<file path="src/hw/rtl/spq_pkg.sv">
// Shared types and constants of the sorted priority queue.
package spq_pkg;

	localparam int VALUE_W  = 32;
	localparam int PRIO_W   = 8;
	localparam int OCC_W    = 4;
	localparam int STATUS_W = 2;

	// Request kinds
	localparam logic KIND_INSERT = 1'b0;
	localparam logic KIND_REMOVE = 1'b1;

	// Result status codes
	typedef enum logic [STATUS_W-1:0] {
		ST_DONE         = 2'd0,
		ST_INSERT_FULL  = 2'd1,
		ST_REMOVE_EMPTY = 2'd2
	} status_t;

	// Controller to datapath command
	typedef struct packed {
		logic    fire;
		logic    insert;
		logic    remove;
		status_t status;
	} cmd_t;

	// Datapath to controller status
	typedef struct packed {
		logic full;
		logic empty;
	} flags_t;

endpackage

</file>
<file path="src/hw/rtl/spq_ifs.sv">
// Request and response channel interfaces of the sorted priority queue.
interface spq_req_if;
	logic                              valid;
	logic                              ready;
	logic                              kind;
	logic signed [spq_pkg::VALUE_W-1:0] value;
	logic        [spq_pkg::PRIO_W-1:0]  prio;

	modport source(output valid, output kind, output value, output prio, input ready);
	modport sink(input valid, input kind, input value, input prio, output ready);
endinterface

interface spq_rsp_if;
	logic                               valid;
	logic                               ready;
	logic        [spq_pkg::STATUS_W-1:0] status;
	logic signed [spq_pkg::VALUE_W-1:0]  out_value;
	logic        [spq_pkg::PRIO_W-1:0]   out_prio;
	logic        [spq_pkg::OCC_W-1:0]    occupancy;

	modport source(output valid, output status, output out_value, output out_prio,
		output occupancy, input ready);
	modport sink(input valid, input status, input out_value, input out_prio,
		input occupancy, output ready);
endinterface

</file>
<file path="src/hw/rtl/sorted_priority_queue.sv">
// Top level of the sorted priority queue.
// Usage:
//   req carries one request word: kind (insert or remove), value and prio.
//   rsp returns exactly one word per request: status, out_value, out_prio and
//   the occupancy after the step. An insert into a full queue is dropped with
//   status insert-full; a remove from an empty queue returns status
//   remove-empty with zero data.
//   Entries are held in DEPTH cells sorted by priority; all cells compare the
//   incoming priority in parallel, so every request updates all cells at once.
//   Latency: the response is valid the cycle after the request is taken.
//   Throughput: one request per cycle while rsp.ready is high, set by the single response register.
//   Stall: while rsp is held by a low ready, req.ready stays low; a new
//   request is taken in the same cycle the waiting response is taken.
//   Reset: the queue comes up empty with no response pending.
module sorted_priority_queue #(
	parameter int DEPTH = 8
) (
	input  logic      clk,
	input  logic      arst_n,
	spq_req_if.sink   req,
	spq_rsp_if.source rsp
);

	spq_pkg::cmd_t   cmd;
	spq_pkg::flags_t flags;

	spq_ctrl u_ctrl (
		.clk      (clk),
		.arst_n   (arst_n),
		.in_valid (req.valid),
		.kind     (req.kind),
		.in_ready (req.ready),
		.out_valid(rsp.valid),
		.out_ready(rsp.ready),
		.flags    (flags),
		.cmd      (cmd)
	);

	spq_datapath #(
		.DEPTH(DEPTH)
	) u_datapath (
		.clk      (clk),
		.arst_n   (arst_n),
		.cmd      (cmd),
		.value    (req.value),
		.prio     (req.prio),
		.flags    (flags),
		.status   (rsp.status),
		.out_value(rsp.out_value),
		.out_prio (rsp.out_prio),
		.occupancy(rsp.occupancy)
	);

endmodule

</file>
<file path="src/hw/rtl/spq_datapath.sv">
// Sorted cell array, entry count and result register of the priority queue.
module spq_datapath #(
	parameter int DEPTH = 8,
	localparam int CW = $clog2(DEPTH + 1)
) (
	input  logic                                clk,
	input  logic                                arst_n,
	input  spq_pkg::cmd_t                       cmd,
	input  logic signed [spq_pkg::VALUE_W-1:0]  value,
	input  logic        [spq_pkg::PRIO_W-1:0]   prio,
	output spq_pkg::flags_t                     flags,
	output logic        [spq_pkg::STATUS_W-1:0] status,
	output logic signed [spq_pkg::VALUE_W-1:0]  out_value,
	output logic        [spq_pkg::PRIO_W-1:0]   out_prio,
	output logic        [spq_pkg::OCC_W-1:0]    occupancy
);

	logic signed [spq_pkg::VALUE_W-1:0] val_q [DEPTH];
	logic        [spq_pkg::PRIO_W-1:0]  pri_q [DEPTH];
	logic        [CW-1:0]               count_q;
	logic        [CW-1:0]               count_d;
	logic        [DEPTH-1:0]            ge;
	logic        [DEPTH-1:0]            ge_prev;

	logic        [spq_pkg::STATUS_W-1:0] status_q;
	logic signed [spq_pkg::VALUE_W-1:0]  out_value_q;
	logic        [spq_pkg::PRIO_W-1:0]   out_prio_q;
	logic        [spq_pkg::OCC_W-1:0]    occupancy_q;

	// Report full and empty to the controller
	assign flags.full  = (count_q == CW'(DEPTH));
	assign flags.empty = (count_q == '0);

	// Compare every occupied cell against the incoming priority at once
	for (genvar i = 0; i < DEPTH; i++) begin : g_cmp
		assign ge[i] = (CW'(i) < count_q) && (pri_q[i] >= prio);
		if (i == 0) begin : g_head
			assign ge_prev[i] = 1'b1;
		end else begin : g_body
			assign ge_prev[i] = ge[i-1];
		end
	end

	// Update each cell: keep, take the new entry, shift down on insert, shift up on remove
	for (genvar i = 0; i < DEPTH; i++) begin : g_cell
		logic signed [spq_pkg::VALUE_W-1:0] dn_val;
		logic        [spq_pkg::PRIO_W-1:0]  dn_pri;
		logic signed [spq_pkg::VALUE_W-1:0] up_val;
		logic        [spq_pkg::PRIO_W-1:0]  up_pri;

		if (i == 0) begin : g_first
			assign dn_val = value;
			assign dn_pri = prio;
		end else begin : g_rest
			assign dn_val = val_q[i-1];
			assign dn_pri = pri_q[i-1];
		end

		if (i == DEPTH - 1) begin : g_last
			assign up_val = val_q[i];
			assign up_pri = pri_q[i];
		end else begin : g_inner
			assign up_val = val_q[i+1];
			assign up_pri = pri_q[i+1];
		end

		always_ff @(posedge clk) begin
			if (cmd.insert && !ge[i]) begin
				if (ge_prev[i]) begin
					val_q[i] <= value;
					pri_q[i] <= prio;
				end else begin
					val_q[i] <= dn_val;
					pri_q[i] <= dn_pri;
				end
			end else if (cmd.remove) begin
				val_q[i] <= up_val;
				pri_q[i] <= up_pri;
			end
		end
	end

	// Advance the entry count
	always_comb begin
		count_d = count_q;
		if (cmd.insert) begin
			count_d = count_q + CW'(1);
		end else if (cmd.remove) begin
			count_d = count_q - CW'(1);
		end
	end

	always_ff @(posedge clk or negedge arst_n) begin
		if (!arst_n) begin
			count_q <= '0;
		end else begin
			count_q <= count_d;
		end
	end

	// Capture the result word
	always_ff @(posedge clk) begin
		if (cmd.fire) begin
			status_q    <= cmd.status;
			out_value_q <= cmd.remove ? val_q[0] : '0;
			out_prio_q  <= cmd.remove ? pri_q[0] : '0;
			occupancy_q <= spq_pkg::OCC_W'(count_d);
		end
	end

	assign status    = status_q;
	assign out_value = out_value_q;
	assign out_prio  = out_prio_q;
	assign occupancy = occupancy_q;

`ifndef SYNTHESIS
	a_insert_count: assert property (@(posedge clk) disable iff (!arst_n)
		cmd.insert |=> count_q == $past(count_q) + CW'(1))
		else $error("count did not advance on insert");
	a_remove_count: assert property (@(posedge clk) disable iff (!arst_n)
		cmd.remove |=> count_q == $past(count_q) - CW'(1))
		else $error("count did not drop on remove");
	a_count_bound: assert property (@(posedge clk) disable iff (!arst_n)
		count_q <= CW'(DEPTH))
		else $error("count beyond depth");
`endif

endmodule

</file>
<file path="src/hw/rtl/spq_ctrl.sv">
// Handshake controller of the priority queue: result slot state and command decode.
module spq_ctrl (
	input  logic            clk,
	input  logic            arst_n,
	input  logic            in_valid,
	input  logic            kind,
	output logic            in_ready,
	output logic            out_valid,
	input  logic            out_ready,
	input  spq_pkg::flags_t flags,
	output spq_pkg::cmd_t   cmd
);

	typedef enum logic {
		S_IDLE,
		S_HOLD
	} state_t;

	state_t state_q;
	logic   fire;

	// Take a new word whenever the result slot is free or being drained
	assign in_ready  = (state_q == S_IDLE) || out_ready;
	assign fire      = in_valid && in_ready;
	assign out_valid = (state_q == S_HOLD);

	// Decode the request against the fill state
	always_comb begin
		cmd.fire   = fire;
		cmd.insert = 1'b0;
		cmd.remove = 1'b0;
		cmd.status = spq_pkg::ST_DONE;
		if (kind == spq_pkg::KIND_INSERT) begin
			cmd.insert = fire && !flags.full;
			if (flags.full) begin
				cmd.status = spq_pkg::ST_INSERT_FULL;
			end
		end else begin
			cmd.remove = fire && !flags.empty;
			if (flags.empty) begin
				cmd.status = spq_pkg::ST_REMOVE_EMPTY;
			end
		end
	end

	// Hold the result slot state
	always_ff @(posedge clk or negedge arst_n) begin
		if (!arst_n) begin
			state_q <= S_IDLE;
		end else begin
			case (state_q)
				S_IDLE: begin
					if (fire) begin
						state_q <= S_HOLD;
					end
				end
				S_HOLD: begin
					if (out_ready && !fire) begin
						state_q <= S_IDLE;
					end
				end
				default: state_q <= S_IDLE;
			endcase
		end
	end

`ifndef SYNTHESIS
	a_op_exclusive: assert property (@(posedge clk) disable iff (!arst_n)
		!(cmd.insert && cmd.remove))
		else $error("insert and remove at once");
	a_fire_loads: assert property (@(posedge clk) disable iff (!arst_n)
		fire |=> out_valid)
		else $error("accepted word left no result");
`endif

endmodule

</file>
<file path="src/flat_wrapper.sv">
// flat-port wrapper written by rule: the top's interface ports become plain ports
module sorted_priority_queue_flat 
#(
	parameter int DEPTH = 8
)
  (clk, arst_n, req_valid, req_kind, req_value, req_prio, req_ready, rsp_valid, rsp_status, rsp_out_value, rsp_out_prio, rsp_occupancy, rsp_ready);
  spq_req_if req_i ();
  spq_rsp_if rsp_i ();
  input  logic clk;
  input  logic arst_n;
  input wire logic [$bits(req_i.valid)-1:0] req_valid;
  input wire logic [$bits(req_i.kind)-1:0] req_kind;
  input wire logic [$bits(req_i.value)-1:0] req_value;
  input wire logic [$bits(req_i.prio)-1:0] req_prio;
  output wire logic [$bits(req_i.ready)-1:0] req_ready;
  output wire logic [$bits(rsp_i.valid)-1:0] rsp_valid;
  output wire logic [$bits(rsp_i.status)-1:0] rsp_status;
  output wire logic [$bits(rsp_i.out_value)-1:0] rsp_out_value;
  output wire logic [$bits(rsp_i.out_prio)-1:0] rsp_out_prio;
  output wire logic [$bits(rsp_i.occupancy)-1:0] rsp_occupancy;
  input wire logic [$bits(rsp_i.ready)-1:0] rsp_ready;
  assign req_i.valid = req_valid;
  assign req_i.kind = req_kind;
  assign req_i.value = req_value;
  assign req_i.prio = req_prio;
  assign req_ready = req_i.ready;
  assign rsp_valid = rsp_i.valid;
  assign rsp_status = rsp_i.status;
  assign rsp_out_value = rsp_i.out_value;
  assign rsp_out_prio = rsp_i.out_prio;
  assign rsp_occupancy = rsp_i.occupancy;
  assign rsp_i.ready = rsp_ready;
  sorted_priority_queue #(.DEPTH(DEPTH)) u_core (.clk(clk), .arst_n(arst_n), .req(req_i), .rsp(rsp_i));
endmodule
</file>
<file path="config.mk">
export PLATFORM = sky130hd
export DESIGN_NAME = sorted_priority_queue_flat
export DESIGN_NICKNAME = d
export VERILOG_FILES = /design/src/hw/rtl/spq_pkg.sv /design/src/hw/rtl/spq_ifs.sv /design/src/hw/rtl/sorted_priority_queue.sv /design/src/hw/rtl/spq_datapath.sv /design/src/hw/rtl/spq_ctrl.sv /design/src/flat_wrapper.sv
export SDC_FILE = /design/constraint.sdc
export NUM_CORES = 1
export LEC_CHECK = 0
export BUFFER_PORTS_ARGS = -buffer_cell sky130_fd_sc_hd__buf_2
export CAP_MARGIN = 20
export CORE_ASPECT_RATIO = 0.5
export CORE_UTILIZATION = 45
export DETAILED_ROUTE_END_ITERATION = 6
export PLACE_DENSITY_LB_ADDON = 0.1
export RECOVER_POWER = 50
export SETUP_SLACK_MARGIN = 0.2
export SYNTH_ARGS = -nofsm -noshare
export SYNTH_HDL_FRONTEND = slang
export SYNTH_HIERARCHICAL = 1
export SYNTH_SLANG_ARGS = --single-unit
</file>
<file path="constraint.sdc">
create_clock -name clk -period 6.45 [get_ports clk]
set_clock_uncertainty 0.1 [all_clocks]
set_input_delay 0.645 -clock clk [delete_from_list [all_inputs] [get_ports clk]]
set_output_delay 0.645 -clock clk [all_outputs]
set_load 0.05 [all_outputs]
</file>
# After elaboration in Yosys (flattened, before gate mapping)

Memories as Yosys holds them, arrays and structs flattened.
Index checks and enable logic that the tools add are counted.

$add $sub $neg: 2
Multiply operators: 0
Divide/modulo/power cells: 0
Magnitude comparators: 16
Equal/unequal tests: 1
Shift-type cells: 0
Muxes and demuxes: 101
Bitwise gates (word level): 31
Reductions and logical operators: 33

Operator list:

| cell                                              | number |
|---|---|
| two-way mux 32 bit                                | 15 |
| two-way mux 8 bit                                 | 15 |
| two-way mux 1 bit                                 | 66 |
| >= comparator 8 bit                               | 8 |
| bitwise OR 1 bit                                  | 30 |
| logical AND 1 bit                                 | 20 |
| < comparator 3 x 4 -> 1 bit, first input constant | 4 |
| logical NOT 1 bit                                 | 11 |
| < comparator 1 x 4 -> 1 bit, first input constant | 2 |
| < comparator 2 x 4 -> 1 bit, first input constant | 2 |
| two-way mux 4 bit                                 | 2 |
| adder 4 x 1 -> 4 bit, second input constant       | 1 |
| == test 4 bit, second input constant              | 1 |
| logical NOT 4 bit                                 | 1 |
| two-way mux 2 bit                                 | 2 |
| subtractor 4 x 1 -> 4 bit, second input constant  | 1 |
| one-hot mux 1 bit (2 select lines)                | 1 |
| logical OR 1 bit                                  | 1 |
| NOT 1 bit                                         | 1 |

Register bits: 51
Latch bits: 0
RAM bits: 320
ROM bits: 0
Input bits: 45
Output and inout bits: 48
Word-level logic and storage cells: 192
Memories kept: 2

Memories:

| memory                  | words | bits a word | read ports | clocked after Yosys merged registers in | write ports | line               | text |
|---|---|---|---|---|---|---|---|
| u_core.u_datapath.val_q | 8     | 32          | 8          | 0                                       | 8           | spq_datapath.sv:18 | `logic signed [spq_pkg::VALUE_W-1:0] val_q [DEPTH];` |
| u_core.u_datapath.pri_q | 8     | 8           | 8          | 0                                       | 8           | spq_datapath.sv:19 | `logic [spq_pkg::PRIO_W-1:0] pri_q [DEPTH];` |

# Depth between registers and ports, before layout

Gate-level depths: netlist of run 1.

Word-level depth: 10
Mapped depth: 13
Mapped depth without buffers: 11

# Cells and area by module

The synthesis of run 1 kept the hierarchy.

Modules (own cells, without submodules):

| module       | times used | cells an instance | area each (um^2) | seq. area each (um^2) |
|---|---|---|---|---|
| spq_datapath | 1          | 1466              | 19097.1          | 11090.6 |
| spq_ctrl     | 1          | 10                | 91.3             | 25.0 |

# Least setup slack after synthesis of run 1

Ideal clock, no wire load.

Path type: input-to-reg
From: input req_prio[1]
To: memory u_core/u_datapath/pri_q[0][24] (netlist name) (enable)
Setup time: 0.493 ns
Data arrival time: 4.915 ns
Required time: 5.857 ns
Slack: 0.942 ns
Stages: 7
Path buffers: 1
Path through: inv_1 > ha_1 > a2111oi_0 > nor3_1 > o211a_1 > clkbuf_1 > o21ai_0

RTL lines:

| what            | line               | text |
|---|---|---|
| start, declared | flat_wrapper.sv:14 | `input wire logic [$bits(req_i.prio)-1:0] req_prio;` |
| end, declared   | spq_datapath.sv:19 |  |

==> impl_metrics.tcl, run 1 <==
set metrics [dict create \
    grt_pass1_vias 13700 \
    fmax_mhz 195 \
    portBuffers 92 \
    startpoint_type "flop" \
    grt_first_pass_wirelength_mm 87.3 \
    synth-seq-cells 371 \
    critPathRequiredTime_ps 6420 \
    peakVddDrop_mv 0.221 \
    die_area_mm2 0.0435 \
    cts-root-buf "clkbuf_16" \
    arrival_ps 5100 \
    clkLatencyLatePin_ps 540 \
    slew_violations 159 \
    core_area_mm2 0.0420 \
    ys.flop_type "edfxtp_1" \
    crit_fanout 28 \
    slowest_stage "inv_1" \
    fin_crit_sh_pct 79.5 \
    final_area_mm2 0.0211 \
    critPathKind "flop to flop" \
    fp.dieH_um 148 \
    worst_path_most_repeated_cell "inv_1" \
    tns_ps 0 \
    cts_max_path_buffers 3 \
    critPathMaxStageDelay_ps 1070 \
    drc 0 \
    place_area_mm2 0.0201 \
    synth_nets 1589 \
    min_period_ps 5130 \
    cts_setup_buffers 0 \
    path_cells "inv_1, ha_1, nand2_1, inv_1, and4b_1, inv_1, buf_4, nand3_1, clkbuf_2" \
    gp_congestion 0.884 \
    start_util_pct 45.6 \
    worst_slew_pin_slew_ps 3330 \
    wirelength_mm 58.0 \
    fp.dieW_um 294 \
    grt_start_max_net_pins 52 \
    antenna_found_initial 1 \
    rrSetupSlack_ps 1320 \
    worst-path-buf-inv 5 \
    dpl.hpwl_mm 33.4 \
    area_growth_pct 10.2 \
    cts_tree "yes" \
    outcome "finished with violations" \
    rows 53 \
    drtAntennaViolNets 0 \
    rsz0062_at_grt "false" \
    finalHoldViolCount 0 \
    grt_usage_pct 26.7 \
    hold_class "input port to flop" \
    nets 1607 \
    critPathTopFamily "buffers and inverters" \
    antenna_cells 0 \
    cp-end-kind "flop" \
    synth_area_leaders "edfxtp_1, a221o_1, mux2_2" \
    leakage_nw 7.81 \
    power_density_mw_per_mm2 391 \
    yosysWarnings 6 \
    worstReg2RegEnd "u_core/u_datapath/val_q[1][78]" \
    violations "max-capacitance violations, max-slew violations" \
    cts.sinks 371 \
    synth_top_area_cell "edfxtp_1" \
    io_pins 93 \
    synth_edf_count 366 \
    overflow 0 \
    drt-pass1-iter-count 5 \
    htree_levels 2 \
    drv_cap 4 \
    finalSetupViolations 0 \
    post_cts_resized 0 \
    fill_cells 3705 \
    synth_area_mm2 0.0192 \
    drive_above_1_share_pct 17.3 \
    startpoint "u_core/u_datapath/count_q[1]" \
    synthCells 1476 \
    synth-seq-area-share_pct 57.9 \
    critPathCapture "u_core/u_datapath/val_q[1][78]" \
    clkTransAtPathRegs_ps 60 \
    vias 13600 \
    syn_area_per_cell_um2 13.0 \
    path_depth 9 \
    ys_async_sr_fraction_pct 1.35 \
    vias_per_cell 6.50 \
    yosysTopAreaCellShare_pct 57.3 \
    relSlewSlack_pct -122 \
    r2r_cells 9 \
    synth.distinct_cells 59 \
    cts_buffers 36 \
    first_iter_violations 1305 \
    avgRoutedWirePerCell_um 27.7 \
    r2r_start "u_core/u_datapath/count_q[1]" \
    ctsHoldBuffers 1 \
]
[through the flow]
| step | worst slack [ps] | util [%] | total power, mW | hold slack [ps] | instances |
|---|---|---|---|---|---|
| 5_1_grt | 1020 | 50.3 | 8.60 | 261 | 2095 |
| 6_report | 1320 | 50.3 | 8.27 | 254 | 2095 |
| 3_3_place_gp | 1800 | 47.7 | 6.02 | 365 | 2030 |
| 3_5_place_dp | 1670 | 47.8 | 6.08 | 366 | 2032 |
| 4_1_cts | 1830 | 50.6 | 8.29 | 233 | 2095 |
| 2_1_floorplan | 942 | - | 5.22 | 249 | 1476 |
[worst min-delay path by stage]
stage	from	to	slack (ps)	cells past startpoint
after floorplan	arst_n	u_core/u_ctrl/out_valid	250	0
after global placement	arst_n	u_core/u_ctrl/out_valid	360	1
after detailed placement	arst_n	u_core/u_ctrl/out_valid	370	1
after CTS	req_valid	u_core/u_ctrl/out_valid	230	2
after global routing	req_valid	u_core/u_ctrl/out_valid	260	2
final	req_valid	u_core/u_ctrl/out_valid	250	2
[final cells by class]
cell class                 count  area, um^2  share of cell area, %
multi-input combinational    856        7100                   33.6
timing repair buffer         126         663                   3.14
clock inverter                12         186                  0.882
inverter                     103         387                   1.83
clock buffer                  50         975                   4.61
tap                          577         722                   3.41
sequential                   371       11100                   52.6
[cells in the mapped netlist (all sizes together) (11+ instances only)]
cell type  count
nand2b        11
o221ai        41
and2          36
a221o        127
mux2i         41
o221a         40
inv          103
a22o          33
edfxtp       366
clkbuf        88
a21oi         13
nand2         19
nor3          18
and3          44
or3           40
a21o          35
o21ai         18
ha            68
nand4         45
nor2          98
mux2          80
buf           58
[cell usage in the layout, fill, tap and decap left out, types with 5 or more instances in the layout]
master / synthesis / layout
edfxtp_1: 366 / 366
a221o_1: 127 / 127
inv_1: 102 / 102
nor2_1: 97 / 94
mux2_2: 80 / 80
ha_1: 68 / 68
clkbuf_1: 87 / 65
nand4_1: 45 / 45
buf_2: 38 / 43
and3_1: 43 / 41
o221ai_1: 41 / 41
or3_1: 40 / 40
o221a_2: 40 / 40
mux2i_1: 40 / 40
clkbuf_16: 0 / 37
a21o_1: 35 / 35
a22o_1: 33 / 33
buf_4: 4 / 25
and2_1: 21 / 20
nand2_1: 19 / 17
nor3_1: 18 / 17
o21ai_0: 15 / 15
and2_0: 15 / 15
nand2b_1: 10 / 11
a21oi_1: 12 / 11
bufinv_16: 0 / 5
dfrtp_1: 5 / 5
a211oi_1: 5 / 5
[flip-flops by register name (all words and copies together), names as in the netlist]
| name | flops |
|---|---|
| u_core/u_datapath/out_prio | 8 |
| u_core/u_datapath/out_value | 32 |
| u_core/u_datapath/status | 2 |
| u_core/u_datapath/count_q | 4 |
| u_core/u_ctrl/out_valid | 1 |
| u_core/u_datapath/occupancy | 4 |
| u_core/u_datapath/val_q | 256 |
| u_core/u_datapath/pri_q | 64 |
[per-layer routing]
layer | vias to the layer above | GRT usage (%) | share of wire (%)
met2 | 726 | 40.2 | 44
li1 | 5863 | - | -
met5 | - | 0 | 0
met1 | 6925 | 38.4 | 45
met3 | 96 | 6.42 | 9.4
met4 | 0 | 7.34 | 2.0
[cells by family after synthesis]
| logic type | count (synthesis) | share of synthesized area [%] |
|---|---|---|
| AOI/OAI and AO/OA | 341 | 16.1 |
| DFF | 371 | 57.9 |
| and+or+nand+nor | 323 | 8.97 |
| muxes | 121 | 6.90 |
| xor gates and xnor gates | 3 | 0.137 |
| buffers and inverters | 249 | 5.56 |
| adders and majority gates | 68 | 4.43 |
[worst reg2reg max path, delay by kind of cell (launching register included)]
family / cells / cell delay, ps
adders and majority gates: 1 / 230
and+or+nand+nor: 3 / 1280
buffers and inverters: 5 / 2590
DFF: 1 / 440
[power breakdown]
part	internal, mW	switching, mW	total, mW
combinational	0.799	1.56	2.36
sequential	3.40	0.310	3.71
clock	1.26	0.937	2.20
total	5.46	2.81	8.27
Power figures use the tool's default switching activity.
==> run 2: changes to the inputs <==
- clock period: 6.45 -> 4.5 ns (I/O delays scaled with it)
==> run 2 against run 1 <==
  * The flow still finishes with violations (max-capacitance violations, max-slew violations)
  * Sequential power increased by 43%
  * Count of clock-buffer cells in the layout is 8 lower
  * Combinational power increased by 49%
  * Flip-flop and latch count is the same
  * Routed wire length is 2.0% higher
  * Via count rose by 0.98%
  * Sequential share of layout area is 0.74 points lower
  * Maximum frequency up 27%
  * Critical path type unchanged
==> impl_metrics.tcl, run 2 (synthesis gave the netlist of run 1 again) <==
set metrics [dict create \
    outcome "finished with violations" \
    violations "max-capacitance violations, max-slew violations" \
    finalSetupViolations 0 \
    nets 1625 \
    finalHoldViolCount 0 \
    regMostFlops "u_core/u_datapath/val_q" \
    final_area_mm2 0.0215 \
    crit_fanout 27 \
    largest_reg_flops 256 \
    relSlewSlack_pct -23.1 \
    drive_above_1_share_pct 18.9 \
    min_period_ps 4030 \
    core_area_mm2 0.0420 \
    hold_class "input port to flop" \
    fp.dieH_um 148 \
    final_common_cell "edfxtp_1" \
    peakVddDrop_mv 0.306 \
    startpoint "u_core/u_datapath/count_q[1]" \
    critPathKind "flop to flop" \
    area_growth_pct 11.8 \
    io_pins 93 \
    portBuffers 92 \
    grt_first_pass_wirelength_mm 89.3 \
    r2r_start "u_core/u_datapath/count_q[1]" \
    avgRoutedWirePerCell_um 28.0 \
    drc 0 \
    grt_usage_pct 27.4 \
    worstReg2RegEnd "u_core/u_datapath/val_q[1][90]" \
    clkLatencyLatePin_ps 550 \
    dpl.hpwl_mm 35.8 \
    drtAntennaViolNets 0 \
    critPathMaxStageDelay_ps 840 \
    fmax_mhz 248 \
    cts_setup_buffers 0 \
    cts.sinks 371 \
    fin_crit_sh_pct 89.6 \
    tns_ps 0 \
    path_depth 8 \
    place_area_mm2 0.0204 \
    cts_max_path_buffers 3 \
    critPathRequiredTime_ps 4570 \
    cts-root-buf "clkbuf_16" \
    first_iter_violations 1228 \
    rows 53 \
    worst-path-buf-inv 4 \
    fp.dieW_um 294 \
    fin_hold_ws_ps 71.6 \
    path_cells "inv_1, ha_1, nand2_1, inv_1, and4b_4, inv_1, nand3_2, buf_2" \
    final_util_pct 51.0 \
    rsz0062_at_grt "false" \
    slew_violations 89 \
    critPathTopFamily "buffers and inverters" \
    vias_per_cell 6.49 \
    min_path_cells 2 \
    place_inst 2049 \
    htree_levels 2 \
    start_util_pct 45.6 \
    cp-end-kind "flop" \
    grt_pass1_vias 13600 \
    arrival_ps 4100 \
    worst_slew_pin_slew_ps 1850 \
    min-delay-start "req_valid" \
    overflow 0 \
    r2r_cells 8 \
    leakage_nw 7.97 \
    die_area_mm2 0.0435 \
    clkTransAtPathRegs_ps 60 \
    rrSetupSlack_ps 470 \
    vias 13700 \
    grt_start_max_net_pins 43 \
    cts_buffers 37 \
    final_cells 2116 \
    cts_tree "yes" \
    worst_path_most_repeated_cell "inv_1" \
    drv_cap 4 \
    layout_common_cells "edfxtp_1, a221o_1, inv_1, nor2_1, mux2_2" \
    wirelength_mm 59.2 \
    slowest_stage "nand3_2" \
    startpoint_type "flop" \
    power_density_mw_per_mm2 563 \
    drt-pass1-iter-count 6 \
    antenna_found_initial 0 \
    hold-path-endpoint "u_core/u_ctrl/out_valid" \
    gp_congestion 0.909 \
]
[run 2: cell types whose count changed in the layout (fill, tap and decap cells not counted), sizes merged]
cell and delta:
buf +18, bufinv +1, clkbuf -9, clkinv +6, clkinvlp +2, diode +1
inv +2
[run 2: where the power goes]
part / internal [mW] / total [mW] / leakage, nW / switching [mW]
combinational: 1.23 / 3.52 / 3.85 / 2.29
clock: 1.88 / 3.28 / 0.600 / 1.40
sequential: 4.86 / 5.29 / 3.52 / 0.432
[run 2: per-stage QoR]
stage,setup slack (ps),power (mW)
2_1_floorplan,270,7.47
3_3_place_gp,758,8.76
3_5_place_dp,660,8.84
4_1_cts,819,12.1
5_1_grt,317,12.6
6_report,467,12.1
[run 2: layout make-up]
class | instances | area [um^2]
diodes | 1 | 2.50
inverters | 103 | 387
flip-flops and latches | 371 | 11100
fillers | 3639 | 20600
clock inverters | 23 | 278
multi-input cells | 856 | 7090
repair buffers | 143 | 906
clock buffers | 42 | 955
well taps | 577 | 722
[run 2: layer usage]
layer,GRT usage [%],wire (um),up-vias
li1,-,-,5913
met2,41.4,25900,718
met5,0,0,-
met4,4.95,955,0
met1,41.3,26400,7034
met3,5.05,5870,78
[run 2: what timing repair did]
item	CTS	global route
hold buffers	1	0
endpoints found under the setup margin	0	0
hold endpoints to repair	5	0
gates resized for setup	0	0
[run 2: worst max path at each step]
stage | end | slack (ps)
detailed placement | u_core/u_datapath/val_q[1][66] | 660
global placement | u_core/u_datapath/val_q[1][80] | 760
global route | u_core/u_datapath/val_q[1][90] | 320
finish | u_core/u_datapath/val_q[1][90] | 470
CTS | u_core/u_datapath/val_q[1][10] | 820
floorplan | u_core/u_datapath/pri_q[0][24] | 270
